**src/ordered_list_keyed_deque_core_defines.svh**
```systemverilog
// Assertion helpers shared by the core.
`ifndef ORDERED_LIST_KEYED_DEQUE_CORE_DEFINES_SVH
`define ORDERED_LIST_KEYED_DEQUE_CORE_DEFINES_SVH

// Same-cycle implication, disabled while in reset.
`define OLKD_ASSERT_NOW(label, clk, rst_n, ante, cons, msg) \
  label: assert property (@(posedge clk) disable iff (!rst_n) (ante) |-> (cons)) else $error(msg);

// Next-cycle implication, disabled while in reset.
`define OLKD_ASSERT_NEXT(label, clk, rst_n, ante, cons, msg) \
  label: assert property (@(posedge clk) disable iff (!rst_n) (ante) |=> (cons)) else $error(msg);

`endif

```
**src/olkd_pkg.sv**
```systemverilog
package olkd_pkg;

  localparam int LIST_DEPTH = 16;
  localparam int IDX_W      = $clog2(LIST_DEPTH);
  localparam int CNT_W      = $clog2(LIST_DEPTH + 1);
  localparam int COUNT_W    = 5;
  localparam int PRICE_W    = 8;
  localparam logic [PRICE_W-1:0] PRICE_RESET = 8'd8;

  // operation codes
  localparam logic [2:0] OP_PUSH_FRONT = 3'd0;
  localparam logic [2:0] OP_PUSH_BACK  = 3'd1;
  localparam logic [2:0] OP_POP_FRONT  = 3'd2;
  localparam logic [2:0] OP_POP_BACK   = 3'd3;
  localparam logic [2:0] OP_REMOVE_KEY = 3'd4;
  localparam logic [2:0] OP_FIND_KEY   = 3'd5;
  localparam logic [2:0] OP_IS_EMPTY   = 3'd6;
  localparam logic [2:0] OP_CLEAR      = 3'd7;

  // status codes
  localparam logic [1:0] ST_OK       = 2'd0;
  localparam logic [1:0] ST_EMPTY    = 2'd1;
  localparam logic [1:0] ST_NOTFOUND = 2'd2;
  localparam logic [1:0] ST_FULL     = 2'd3;

  typedef struct packed {
    logic [2:0]  op;
    logic [31:0] key;
    logic [63:0] client_tag;
    logic [15:0] quantity;
  } in_req_t;

  typedef struct packed {
    logic [1:0]         status;
    logic [63:0]        found_client;
    logic [15:0]        found_quantity;
    logic [23:0]        found_total;
    logic [COUNT_W-1:0] entry_count;
    logic               is_empty;
  } out_res_t;

  typedef struct packed {
    logic [31:0] key;
    logic [63:0] client;
    logic [15:0] quantity;
    logic [23:0] total;
  } entry_t;

  localparam int ENTRY_W = $bits(entry_t);

  typedef struct packed {
    logic             we;
    logic [IDX_W-1:0] waddr;
    entry_t           wdata;
    logic [IDX_W-1:0] raddr;
  } ram_ctl_t;

endpackage

```
**src/ordered_list_keyed_deque_core.sv**
```systemverilog
// Bounded ordered list of keyed entries, used as a deque with keyed find
// and remove. Entries sit compacted in a single-port-write RAM, slot 0 at
// the front; a small sequencer walks that RAM through one key comparator.
//
// Request channel: drive in_req and raise start; the request is taken on
// a clock edge where start is high and busy is low. busy stays high while
// a request is being worked on.
// Result channel: out_valid pulses for one cycle with out_res. Every
// request gives exactly one result. The receiver cannot stall it.
// Config: cfg_wr_en/cfg_wr_data write unit_price; write only while idle.
//
// is_empty, clear, pop_back, full or empty outcomes and pop_front of one
// entry need no walk; busy stays low. push_back writes its slot; push_front
// moves all entries up a slot, back to front, then writes slot 0; pop_front
// moves entries down a slot; find_key and remove_key read from the front
// to a match or the last slot, and remove_key moves later entries down.
// busy is low again in the result cycle, so the next request can be taken
// at the edge ending it. Walks read one slot and move one slot per cycle.
// Reset (rst_n low, synchronous) empties the list and sets unit_price to 8;
// the RAM contents are not cleared, as slots are only read below the count.
`include "ordered_list_keyed_deque_core_defines.svh"

module ordered_list_keyed_deque_core
  import olkd_pkg::*;
(
  input  logic               clk,
  input  logic               rst_n,
  input  logic               start,
  output logic               busy,
  input  in_req_t            in_req,
  output logic               out_valid,
  output out_res_t           out_res,
  input  logic               cfg_wr_en,
  input  logic [PRICE_W-1:0] cfg_wr_data
);

  logic [PRICE_W-1:0] price_r;
  ram_ctl_t           ram_ctl;
  entry_t             rdata;

  // unit price register
  always_ff @(posedge clk) begin
    if (!rst_n) begin
      price_r <= PRICE_RESET;
    end else if (cfg_wr_en) begin
      price_r <= cfg_wr_data;
    end
  end

  // entry store: key, client tag, quantity, total per slot
  olkd_ram #(
    .WIDTH (ENTRY_W),
    .DEPTH (LIST_DEPTH)
  ) u_ram (
    .clk   (clk),
    .we    (ram_ctl.we),
    .waddr (ram_ctl.waddr),
    .wdata (ram_ctl.wdata),
    .raddr (ram_ctl.raddr),
    .rdata (rdata)
  );

  // sequencer: search, compaction and insert walks
  olkd_seq u_seq (
    .clk       (clk),
    .rst_n     (rst_n),
    .start     (start),
    .busy      (busy),
    .req       (in_req),
    .price     (price_r),
    .rdata     (rdata),
    .ram_ctl   (ram_ctl),
    .out_valid (out_valid),
    .out_res   (out_res)
  );

  // a taken request either finishes next cycle or keeps the core busy
  `OLKD_ASSERT_NEXT(a_req_progress, clk, rst_n, start && !busy,
                    out_valid || busy, "request lost")
  // results only appear once the walk is over
  `OLKD_ASSERT_NOW(a_res_idle, clk, rst_n, out_valid, !busy, "result while busy")
  // empty flag agrees with the reported count
  `OLKD_ASSERT_NOW(a_empty_flag, clk, rst_n, out_valid && (out_res.entry_count != '0),
                   !out_res.is_empty, "empty flag with entries")

endmodule

```
**src/olkd_ram.sv**
```systemverilog
module olkd_ram #(
  parameter int WIDTH = 8,
  parameter int DEPTH = 16,
  parameter int AW    = $clog2(DEPTH)
) (
  input  logic             clk,
  input  logic             we,
  input  logic [AW-1:0]    waddr,
  input  logic [WIDTH-1:0] wdata,
  input  logic [AW-1:0]    raddr,
  output logic [WIDTH-1:0] rdata
);

  logic [WIDTH-1:0] mem [DEPTH];

  always_ff @(posedge clk) begin
    if (we) begin
      mem[waddr] <= wdata;
    end
    rdata <= mem[raddr];
  end

endmodule

```
**src/olkd_unit.sv**
```systemverilog
module olkd_unit
  import olkd_pkg::*;
(
  input  logic [31:0]        key_a,
  input  logic [31:0]        key_b,
  input  logic [15:0]        quantity,
  input  logic [PRICE_W-1:0] price,
  output logic               match,
  output logic [23:0]        total
);

  // shared key comparator, plus the price product for pushes
  assign match = (key_a == key_b);
  assign total = 24'(quantity * price);

endmodule

```
**src/olkd_seq.sv**
```systemverilog
module olkd_seq
  import olkd_pkg::*;
(
  input  logic               clk,
  input  logic               rst_n,
  input  logic               start,
  output logic               busy,
  input  in_req_t            req,
  input  logic [PRICE_W-1:0] price,
  input  entry_t             rdata,
  output ram_ctl_t           ram_ctl,
  output logic               out_valid,
  output out_res_t           out_res
);

  localparam logic [2:0] S_IDLE     = 3'd0;
  localparam logic [2:0] S_SEARCH   = 3'd1;
  localparam logic [2:0] S_SHIFT_DN = 3'd2;
  localparam logic [2:0] S_SHIFT_UP = 3'd3;
  localparam logic [2:0] S_WRITE    = 3'd4;

  logic [2:0]       state_r, state_nxt;
  logic [IDX_W-1:0] ptr_r, ptr_nxt;
  logic [CNT_W-1:0] occ_r, occ_nxt;
  in_req_t          req_r, req_nxt;
  logic             out_valid_r, out_valid_nxt;
  out_res_t         out_res_r, out_res_nxt;

  logic             key_match;
  logic [23:0]      total;
  logic             done;
  logic [1:0]       status;
  logic             hit;
  logic [IDX_W-1:0] last;
  logic [IDX_W-1:0] ptr_inc;
  logic             full;
  logic             empty;

  olkd_unit u_unit (
    .key_a    (rdata.key),
    .key_b    (req_r.key),
    .quantity (req_r.quantity),
    .price    (price),
    .match    (key_match),
    .total    (total)
  );

  assign last    = IDX_W'(occ_r - CNT_W'(1));
  assign ptr_inc = IDX_W'(ptr_r + IDX_W'(1));
  assign full    = (occ_r == CNT_W'(LIST_DEPTH));
  assign empty   = (occ_r == '0);

  always_comb begin
    state_nxt     = state_r;
    ptr_nxt       = ptr_r;
    occ_nxt       = occ_r;
    req_nxt       = req_r;
    done          = 1'b0;
    status        = ST_OK;
    hit           = 1'b0;
    ram_ctl.we    = 1'b0;
    ram_ctl.waddr = ptr_r;
    ram_ctl.wdata = rdata;
    ram_ctl.raddr = '0;

    unique case (state_r)
      S_IDLE: begin
        if (start) begin
          req_nxt = req;
          unique case (req.op) inside
            OP_PUSH_FRONT: begin
              if (full) begin
                done   = 1'b1;
                status = ST_FULL;
              end else if (empty) begin
                ptr_nxt   = '0;
                state_nxt = S_WRITE;
              end else begin
                // open slot 0 by moving everything up, back to front
                ram_ctl.raddr = last;
                ptr_nxt       = last;
                state_nxt     = S_SHIFT_UP;
              end
            end
            OP_PUSH_BACK: begin
              if (full) begin
                done   = 1'b1;
                status = ST_FULL;
              end else begin
                ptr_nxt   = IDX_W'(occ_r);
                state_nxt = S_WRITE;
              end
            end
            OP_POP_FRONT: begin
              if (empty) begin
                done   = 1'b1;
                status = ST_EMPTY;
              end else if (occ_r == CNT_W'(1)) begin
                occ_nxt = '0;
                done    = 1'b1;
              end else begin
                ram_ctl.raddr = IDX_W'(1);
                ptr_nxt       = '0;
                state_nxt     = S_SHIFT_DN;
              end
            end
            OP_POP_BACK: begin
              done = 1'b1;
              if (empty) begin
                status = ST_EMPTY;
              end else begin
                occ_nxt = occ_r - CNT_W'(1);
              end
            end
            OP_REMOVE_KEY, OP_FIND_KEY: begin
              if (empty) begin
                done   = 1'b1;
                status = (req.op == OP_FIND_KEY) ? ST_NOTFOUND : ST_EMPTY;
              end else begin
                ram_ctl.raddr = '0;
                ptr_nxt       = '0;
                state_nxt     = S_SEARCH;
              end
            end
            OP_IS_EMPTY: begin
              done = 1'b1;
            end
            OP_CLEAR: begin
              occ_nxt = '0;
              done    = 1'b1;
            end
          endcase
        end
      end

      S_SEARCH: begin
        // rdata holds slot ptr_r; fetch the next one ahead
        ram_ctl.raddr = ptr_inc;
        if (key_match) begin
          if (req_r.op == OP_FIND_KEY) begin
            hit  = 1'b1;
            done = 1'b1;
          end else if (ptr_r == last) begin
            occ_nxt = occ_r - CNT_W'(1);
            done    = 1'b1;
          end else begin
            state_nxt = S_SHIFT_DN;
          end
        end else if (ptr_r == last) begin
          status = ST_NOTFOUND;
          done   = 1'b1;
        end else begin
          ptr_nxt = ptr_inc;
        end
      end

      S_SHIFT_DN: begin
        // rdata holds slot ptr_r+1, moves down into ptr_r
        ram_ctl.we    = 1'b1;
        ram_ctl.waddr = ptr_r;
        ram_ctl.raddr = IDX_W'(ptr_r + IDX_W'(2));
        if (ptr_inc == last) begin
          occ_nxt = occ_r - CNT_W'(1);
          done    = 1'b1;
        end else begin
          ptr_nxt = ptr_inc;
        end
      end

      S_SHIFT_UP: begin
        // rdata holds slot ptr_r, moves up into ptr_r+1
        ram_ctl.we    = 1'b1;
        ram_ctl.waddr = ptr_inc;
        if (ptr_r == '0) begin
          state_nxt = S_WRITE;
        end else begin
          ram_ctl.raddr = IDX_W'(ptr_r - IDX_W'(1));
          ptr_nxt       = IDX_W'(ptr_r - IDX_W'(1));
        end
      end

      S_WRITE: begin
        ram_ctl.we             = 1'b1;
        ram_ctl.waddr          = ptr_r;
        ram_ctl.wdata.key      = req_r.key;
        ram_ctl.wdata.client   = req_r.client_tag;
        ram_ctl.wdata.quantity = req_r.quantity;
        ram_ctl.wdata.total    = total;
        occ_nxt                = occ_r + CNT_W'(1);
        done                   = 1'b1;
      end

      default: begin
        state_nxt = S_IDLE;
      end
    endcase

    if (done) begin
      state_nxt = S_IDLE;
    end

    out_valid_nxt              = done;
    out_res_nxt.status         = status;
    out_res_nxt.found_client   = hit ? rdata.client : '0;
    out_res_nxt.found_quantity = hit ? rdata.quantity : '0;
    out_res_nxt.found_total    = hit ? rdata.total : '0;
    out_res_nxt.entry_count    = COUNT_W'(occ_nxt);
    out_res_nxt.is_empty       = (occ_nxt == '0);
  end

  always_ff @(posedge clk) begin
    if (!rst_n) begin
      state_r     <= S_IDLE;
      occ_r       <= '0;
      out_valid_r <= 1'b0;
    end else begin
      state_r     <= state_nxt;
      occ_r       <= occ_nxt;
      out_valid_r <= out_valid_nxt;
    end
  end

  always_ff @(posedge clk) begin
    ptr_r <= ptr_nxt;
    req_r <= req_nxt;
    if (out_valid_nxt) begin
      out_res_r <= out_res_nxt;
    end
  end

  assign busy      = (state_r != S_IDLE);
  assign out_valid = out_valid_r;
  assign out_res   = out_res_r;

endmodule

```
**config.mk**
```make
export PLATFORM = sky130hd
export DESIGN_NAME = ordered_list_keyed_deque_core
export DESIGN_NICKNAME = d
export VERILOG_FILES = /design/src/olkd_pkg.sv /design/src/ordered_list_keyed_deque_core.sv /design/src/olkd_ram.sv /design/src/olkd_unit.sv /design/src/olkd_seq.sv
export VERILOG_INCLUDE_DIRS = /design/src /design/src/src
export SDC_FILE = /design/constraint.sdc
export NUM_CORES = 2
export LEC_CHECK = 0
export ABC_AREA = 1
export ABC_CLOCK_PERIOD_IN_PS = 11500
export BUFFER_PORTS_ARGS = -buffer_cell sky130_fd_sc_hd__buf_2
export CORE_ASPECT_RATIO = 1.25
export CORE_UTILIZATION = 32
export CTS_CLUSTER_SIZE = 40
export DETAILED_ROUTE_END_ITERATION = 10
export PLACE_DENSITY = 0.57
export SYNTH_ARGS = -nofsm -noshare
export SYNTH_HDL_FRONTEND = slang
export SYNTH_SLANG_ARGS = --single-unit
```
**constraint.sdc**
```tcl
create_clock -name clk -period 11.5 [get_ports clk]
set_input_delay 3.45 -clock clk [delete_from_list [all_inputs] [get_ports clk]]
set_output_delay 3.45 -clock clk [all_outputs]
set_load 0.05 [all_outputs]
```
==> flow_metrics.env <==
export IMPL_critical_path_class="in2reg"
export IMPL_num_rows=237
export IMPL_synth_top_area_share_pct=67.5
export IMPL_power_density_nw_per_um2=310
export IMPL_ys_ff_latch=2560
export IMPL_syn_nets=9226
export IMPL_grt_max_degree=231
export IMPL_drc=4
export IMPL_tritoncts="yes"
export IMPL_failed_checks="design-rule violations"
export IMPL_grt_usage_pct=16.1
export IMPL_fin_nets=9407
export IMPL_postCtsSetupBuffers=0
export IMPL_cts_buffers=269
export IMPL_power_leakage_uw=0.0460
export IMPL_synth_seq_area_share_pct=70.4
export IMPL_synth_top_cell_by_area="edfxtp_1"
export IMPL_cts_root_buf="clkbuf_16"
export IMPL_syn_avg_cell_area_um2=12.0
export IMPL_min_period_over_period_pct=55.9
export IMPL_relSlewSlack_pct=17.6
export IMPL_start_util_pct=32.2
export IMPL_finalMaxSlewViolations=0
export IMPL_yosys_warnings=0
export IMPL_core_um2=333000
export IMPL_vdd_drop_max_mv=0.382
export IMPL_dieWidth_um=519
export IMPL_cp_required_ns=12.26
export IMPL_critPathArrivalTime_ns=7.19
export IMPL_port_buffers=240
export IMPL_overflow=0
export IMPL_ios=241
export IMPL_grt_pass1_wl_um=414000
export IMPL_holdBufCountCts=0
export IMPL_ys_async_sr_fraction_pct=0
export IMPL_drt_vias_per_instance=4.87
export IMPL_synth_edf_count=2407
export IMPL_finalSetupViolCount=0
export IMPL_wl_um=279000
export IMPL_synthToLayoutAreaGrowth_pct=13.4
export IMPL_dieArea_um2=337000
export IMPL_antenna_found_initial=17
export IMPL_yosys_top_cells_area="edfxtp_1, inv_1, nand2_1"
export IMPL_synth_top_cells_by_count="edfxtp_1, inv_1, nand2_1"
export IMPL_hold_viol_final=0
export IMPL_post_drt_wl_per_cell_um=20.3
export IMPL_clock_skew_ns=0.0389
export IMPL_clk_pin_slew_ns=0.06
export IMPL_drive_gt1_share_pct=8.99
export IMPL_firstDrtPassIters=9
export IMPL_routabilityCongestion=0.847
export IMPL_netlist_cell_type_count=46
export IMPL_rsz0062_at_grt="false"
export IMPL_fmax_mhz=156
export IMPL_postSynthCellCount=8960
export IMPL_clk_latency_ns=0.84
export IMPL_crit_fanout=85
export IMPL_cts_resized=0
export IMPL_status="complete, but fails checks"
export IMPL_hp_class="reg2reg"
export IMPL_ant_nets=0
export IMPL_final_cells=13800
export IMPL_place_ws_ns=4.36
export IMPL_die_h_um=649
export IMPL_endpoint_kind="register"
export IMPL_synth_area_um2=107000
export IMPL_min_period_ns=6.43
export IMPL_grt_pass1_vias=64900
export IMPL_dp_cells=13300
export IMPL_synth_most_common_cell="edfxtp_1"
export IMPL_p_total_uw=37700
export IMPL_maxCapViolCount=0
export IMPL_clockBufferDepth=4
export IMPL_worst_slack_ns=5.07
export IMPL_drtIter0Drc=6004
export IMPL_synthFlopType="edfxtp_1"
export IMPL_worst_pin_slew_ns=1.24
export IMPL_dpl_hpwl_um=141000
export IMPL_numClockSinks=2560
export IMPL_cts_htree_levels=5
export IMPL_vias=67000
export IMPL_worstSetupStartpointType="input port"
report_power, final:
group          total (uW)  switching [uW]  leakage [uW]  internal, uW
Sequential          14000             527        0.0231         13500
Clock                8290            3560       0.00402          4730
Combinational       15300           11100        0.0189          4220
Total               37700           15200        0.0460         22500
per-layer routing:
metal | wire [um] | global-route usage [%]
met1 | 121000 | 21.4
met2 | 136000 | 27.4
met3 | 15800 | 2.09
met4 | 6960 | 4.56
met5 | 96 | 0
worst max-delay path: stages:
cell and delay, ns:
buf_2 0.13, nor2_1 0.31, nand2_1 0.14, nor3_1 0.39
inv_1 0.13, nor2_1 0.18, nor3_2 0.08, buf_4 0.25
inv_8 0.68, buf_4 0.98, nand3_1 0.20, nand2_1 0.10
placed cells by master (no fill, tap or decap), types with 6 or more instances in the layout:
cell type,n
a21oi_1,572
buf_12,29
buf_2,240
buf_4,169
bufinv_16,11
clkbuf_1,72
clkbuf_16,274
clkbuf_8,13
clkinv_1,42
clkinv_2,36
clkinv_8,6
dfxtp_1,153
edfxtp_1,2407
fa_1,84
ha_1,55
inv_1,1504
inv_6,11
nand2_1,1181
nand3_1,867
nand4_1,15
nor2_1,208
nor2_4,11
nor3_1,14
nor3_2,6
o211ai_1,548
o21ai_0,566
o21ai_1,133
o21bai_1,7
xnor2_1,28
xor2_1,15
worst paths after layout:
kind | startpoint | end | slack [ns] | cells after the start
max reg2reg | price_r[3]$_SDFFE_PN1P_ | u_ram.mem[8][23]$_DFFE_PP_ | 5.68 | 17
max | in_req[114] | u_ram.rdata[96]$_DFF_P_ | 5.07 | 12
min | u_ram.rdata[52]$_DFF_P_ | u_seq.out_res[58]$_SDFFCE_PN0P_ | 0.56 | 2
min reg2reg | u_ram.rdata[52]$_DFF_P_ | u_seq.out_res[58]$_SDFFCE_PN0P_ | 0.56 | 2
metrics by stage:
step                area, um^2  util, %  TNS, ns  hold WS (ns)
floorplan               107000        -   -33.94         0.512
global placement        113000     34.0        0         0.539
detailed placement      113000     34.0        0         0.551
CTS                     121000     36.5        0         0.554
global route            121000     36.5        0         0.586
finish                  121000     36.5        0         0.557
kinds of logic (layout without fill, tap and decap cells):
kind of cell               count (synthesis)  count (layout)  synth area share, %
DFF                                     2560            2560                 70.4
buffers and inverters                   2043            2424                 7.77
adders and majority gates                139             139                 2.21
xor gates and xnor gates                  43              43                0.352
AOI/OAI and AO/OA                       1855            1855                 10.0
and+or+nand+nor                         2320            2320                 9.26
other                                      0               4                    0
sequential cells by signal, summed over array words and instances (netlist names):
| register | flops |
|---|---|
| u_ram.rdata | 136 |
| u_ram.mem | 2176 |
| u_seq.state_r | 3 |
| u_seq.out_valid | 1 |
| u_seq.req_r | 115 |
| u_seq.ptr_r | 4 |
| price_r | 8 |
| u_seq.occ_r | 5 |
| u_seq.out_res | 112 |
final cells by class:
class | instances | area (um^2)
clock buffers | 359 | 7310
well taps | 4421 | 5530
clock inverters | 112 | 918
flip-flops and latches | 2560 | 75300
fillers | 31800 | 212000
inverters | 1515 | 5730
multi-input cells | 4357 | 23600
diodes | 4 | 10.0
repair buffers | 438 | 3050
(Power assumes the default switching activity.)
